**src/rtl/core/bsm_pkg.sv**
```systemverilog
// Shared types for the bounding sphere merge pipeline.
// No dependencies; imported by bsm_sqrt, bsm_div, the top level and the testbench.
`default_nettype none

package bsm_pkg;

  // Pipeline control that runs alongside every stage group.
  typedef struct packed {
    logic en;   // advance all stages this cycle
    logic vld;  // an item enters the unit this cycle
  } bsm_ctl_t;

endpackage

`default_nettype wire

```
**src/rtl/core/bsm_sqrt.sv**
```systemverilog
// Pipelined integer square root, one root bit resolved per stage (floor).
// Depends on bsm_pkg for the control struct.
`default_nettype none

module bsm_sqrt #(
  parameter int unsigned W      = 25,
  parameter int unsigned SIDE_W = 1
) (
  input  logic                    clk_i,
  input  logic                    rst_ni,
  input  bsm_pkg::bsm_ctl_t       ctl_i,
  input  logic [2*W-1:0]          rad_i,
  input  logic [SIDE_W-1:0]       side_i,
  output logic                    vld_o,
  output logic [W-1:0]            root_o,
  output logic [SIDE_W-1:0]       side_o
);
  import bsm_pkg::*;

  localparam int unsigned RW = W + 3;

  logic [RW-1:0]     rem_s  [W+1];
  logic [W-1:0]      root_s [W+1];
  logic [2*W-1:0]    rad_s  [W+1];
  logic [SIDE_W-1:0] side_s [W+1];
  logic [W:0]        v_s;

  assign rem_s[0]  = '0;
  assign root_s[0] = '0;
  assign rad_s[0]  = rad_i;
  assign side_s[0] = side_i;
  assign v_s[0]    = ctl_i.vld;

  for (genvar k = 0; k < W; k++) begin : g_stg
    logic [RW-1:0]     acc, trial, rem_d, rem_q;
    logic [W-1:0]      root_d, root_q;
    logic [2*W-1:0]    rad_q;
    logic [SIDE_W-1:0] side_q;
    logic              ge, v_q;

    always_comb begin
      acc    = {rem_s[k][RW-3:0], rad_s[k][2*W-1 -: 2]};
      trial  = RW'({root_s[k], 2'b01});
      ge     = (acc >= trial);
      rem_d  = ge ? (acc - trial) : acc;
      root_d = {root_s[k][W-2:0], ge};
    end

    always_ff @(posedge clk_i or negedge rst_ni) begin
      if (!rst_ni) v_q <= 1'b0;
      else if (ctl_i.en) v_q <= v_s[k];
    end

    always_ff @(posedge clk_i) begin
      if (ctl_i.en) begin
        rem_q  <= rem_d;
        root_q <= root_d;
        rad_q  <= rad_s[k] << 2;
        side_q <= side_s[k];
      end
    end

    assign rem_s[k+1]  = rem_q;
    assign root_s[k+1] = root_q;
    assign rad_s[k+1]  = rad_q;
    assign side_s[k+1] = side_q;
    assign v_s[k+1]    = v_q;
  end

  assign vld_o  = v_s[W];
  assign root_o = root_s[W];
  assign side_o = side_s[W];

endmodule

`default_nettype wire

```
**config.mk**
```make
export PLATFORM = sky130hd
export DESIGN_NAME = bsm_sqrt
export DESIGN_NICKNAME = d
export VERILOG_FILES = /design/src/rtl/core/bsm_pkg.sv /design/src/rtl/core/bsm_sqrt.sv
export SDC_FILE = /design/constraint.sdc
export NUM_CORES = 2
export LEC_CHECK = 0
export ABC_AREA = 1
export ABC_CLOCK_PERIOD_IN_PS = 4400
export BUFFER_PORTS_ARGS = -buffer_cell sky130_fd_sc_hd__buf_2
export CORE_ASPECT_RATIO = 1.25
export CORE_MARGIN = 2
export CORE_UTILIZATION = 55
export CTS_CLUSTER_DIAMETER = 30
export DETAILED_ROUTE_END_ITERATION = 16
export PLACE_DENSITY_LB_ADDON = 0.3
export SLEW_MARGIN = 20
export SYNTH_ARGS = -nofsm -noshare
export SYNTH_HDL_FRONTEND = slang
export SYNTH_SLANG_ARGS = --single-unit
```
**constraint.sdc**
```tcl
create_clock -name clk_i -period 4.4 [get_ports clk_i]
set_input_delay 0.22 -clock clk_i [delete_from_list [all_inputs] [get_ports clk_i]]
set_output_delay 0.22 -clock clk_i [all_outputs]
set_load 0.02 [all_outputs]
```
==> results.ini <==
[setup_path]
crit_family=simple AND/OR/NAND/NOR gates
path_class=reg -> reg
cp.required_ps=4980
cp_max_fo=34
crit_slowest_cell=o21ai_0
path_cells=inv_1 -> ha_1 -> nand2_1 -> nor2_1 -> nand3_1 -> nand3_1 -> nand2_1 -> nand2_2 -> inv_2 -> o21ai_0
end_kind=flop
cpPeakStageDelay_ps=660
cp-start-kind=flop
path_buf_inv=2
worstPathArrival_ps=3900

[placement]
place_ws_ps=1160
routabilityCongestion=0.975
dpl.hpwl_um=163000
io_buffers=81
place_area_um2=86900

[logic_synthesis]
syn_area_per_cell_um2=8.95
syn_area_um2=84200
yosys-top-cells-count=3004 x nand2_1, 1636 x inv_1, 1539 x edfxtp_1
syn_nets=9816
synth_cell_types=55
yosys.area.top_type=edfxtp_1
synthArstFlopShare_pct=1.60
yosysSeqAreaShare_pct=55.6
ys_seq_elements=1564
synthFlopType=edfxtp_1
synth_top_area_share_pct=54.9
syn_inst=9409
synth_area_leaders=edfxtp_1 55%, nand2_1 13%, inv_1 7.3%
yosysMostFrequentCell=nand2_1
synth_edf_count=1539
yosysWarnings=0

[timing]
worst_pin_slew_ps=1050
finalHoldViolCount=0
worst_hold_slack_ps=49.8
setup_tns_ps=0
slew_headroom_pct=30.2
fmax_ghz=0.301
clock_skew_ps=68.3
fin_crit_sh_pct=75.6
rsz0062_at_grt=no
setup_viol=0
setup_slack_ps=1070
slew_violations=0
min_period_ps=3330

[power_and_ir_drop]
powerDensity_nw_per_um2=515
peakVddDrop_uv=447
p_leak_nw=44.0
power_w=0.0504

[drt]
drt_iter0_markers=4970
dr.pass1.iters=8
drc=0
ant_nets=0
totalWireLength_um=218000
wl_per_cell_um=18.0
vias=63058
viasPerCell=5.22

[layout]
drive_above_1_share_pct=7.64
nNetsFinal=10250
area_delta_synth_final_pct=16.1
final_area_um2=97800

[clock_tree]
cts_tree=built
htree_levels=5
numCtsBuffers=295
clkLatencyLatePin_ps=920
clock_sinks=1564
cts.repair.resized=0
cts-root-buf=clkbuf_16
clockBufferDepth=4
path_clk_slew_ps=60

[grt]
grt_pass1_wl_um=336000
grt_use_total_pct=27.8
grt_remaining_overflow=0
grt_max_degree=130
grt_pass1_vias=62210
antenna_found_initial=1

[die]
die-width_um=354
start_util_pct=55.3
pin_count=82
dieArea_um2=156000
row_count=160
design.core.area_um2=152000
chipHeight_um=441

[worst_hold_path]
hold_path.class=in -> reg

[outcome]
status=finished, final reports clean

[run]
cap_viol_max_count=0

-- metal layers --
metal / vias up / global-route usage, % / part of all wire (%)
met4: 0 / 15.1 / 5.6
met5: - / 0 / 0
met1: 29119 / 31.6 / 39
met3: 595 / 3.77 / 4.5
li1: 31516 / - / -
met2: 1828 / 50.4 / 51
-- area by class of cell --
cell class | instances | area (um^2)
Antenna cell | 2 | 5.00
Clock inverter | 198 | 2300
Tap cell | 2025 | 2530
Multi-Input combinational cell | 6110 | 30500
Sequential cell | 1564 | 46800
Fill cell | 12584 | 54300
Clock buffer | 317 | 7570
Inverter | 1656 | 6230
Timing Repair Buffer | 216 | 1830
-- cell usage in the layout (no fill, tap or decap), drive strengths merged, types with 7 or more instances in the layout --
master / synthesis / routed
a21oi: 370 / 370
and2: 12 / 12
buf: 71 / 118
bufinv: 0 / 33
clkbuf: 8 / 317
clkinv: 1 / 86
clkinvlp: 0 / 31
dfrtp: 25 / 25
dlygate4sd3: 0 / 98
edfxtp: 1539 / 1539
ha: 352 / 352
inv: 1655 / 1704
nand2: 3046 / 3046
nand3: 575 / 575
nand3b: 80 / 80
nand4: 151 / 151
nor2: 823 / 823
nor3: 76 / 76
nor4: 12 / 12
o211ai: 7 / 7
o21ai: 294 / 294
o21bai: 17 / 17
or2: 17 / 17
xnor2: 115 / 115
xor2: 132 / 132
-- through the flow --
step / utilization (%) / std cells
2_1_floorplan: - / 9409
3_5_place_dp: 57.1 / 11472
5_1_grt: 64.3 / 12086
6_report: 64.3 / 12088
3_3_place_gp: 57.1 / 11472
4_1_cts: 64.3 / 12086
-- what timing repair did --
item / CTS / global route
setup buffers: 0 / 0
hold buffers: 99 / 0
hold endpoints to repair: 128 / 0
-- power by group --
part	switching (W)	total (W)	internal, W	leakage (nW)
Sequential	0.00118	0.0195	0.0184	15.1
Combinational	0.00573	0.00857	0.00284	24.2
Clock	0.00778	0.0223	0.0145	4.75
Total	0.0147	0.0504	0.0357	44.0
-- final timing paths --
| check | startpoint | to | slack (ps) | depth (start not counted) |
|---|---|---|---|---|
| setup reg to reg | g_stg[17].root_q[7]$_DFFE_PP_ | g_stg[18].rem_q[9]$_DFFE_PP_ | 1070 | 10 |
| setup / recovery | g_stg[17].root_q[7]$_DFFE_PP_ | g_stg[18].rem_q[9]$_DFFE_PP_ | 1070 | 10 |
| min in group asynchronous | rst_ni | g_stg[17].v_q$_DFFE_PN0P_ | 390 | 4 |
| max in group asynchronous | rst_ni | g_stg[7].v_q$_DFFE_PN0P_ | 3850 | 4 |
| hold reg to reg | g_stg[7].rad_q[16]$_DFFE_PP_ | g_stg[8].rad_q[18]$_DFFE_PP_ | 380 | 0 |
| hold / removal | rad_i[19] | g_stg[0].rad_q[21]$_DFFE_PP_ | 50 | 2 |
-- logic make-up (layout without fill, tap and decap cells) --
| kind of cell | count (synthesis) | count (layout) | synth area share (%) |
|---|---|---|---|
| buffers and inverters | 1735 | 2387 | 8.17 |
| AND/OR/NAND/NOR | 4802 | 4802 | 23.9 |
| flip-flops | 1564 | 1564 | 55.6 |
| XOR/XNOR | 247 | 247 | 2.57 |
| multiplexers | 1 | 1 | 0.0134 |
| AO/OA/AOI/OAI | 707 | 707 | 4.53 |
| other | 1 | 3 | 0.00445 |
| adder cells (fa/ha/maj) | 352 | 352 | 5.23 |
-- flip-flops by register name, summed over array words and instances (netlist names) --
name	count
g_stg.side_q	24
vld_o	1
g_stg.v_q	24
g_stg.root_q	300
root_o	25
g_stg.rad_q	600
g_stg.rem_q	589
side_o	1
(Power assumes the default switching activity.)
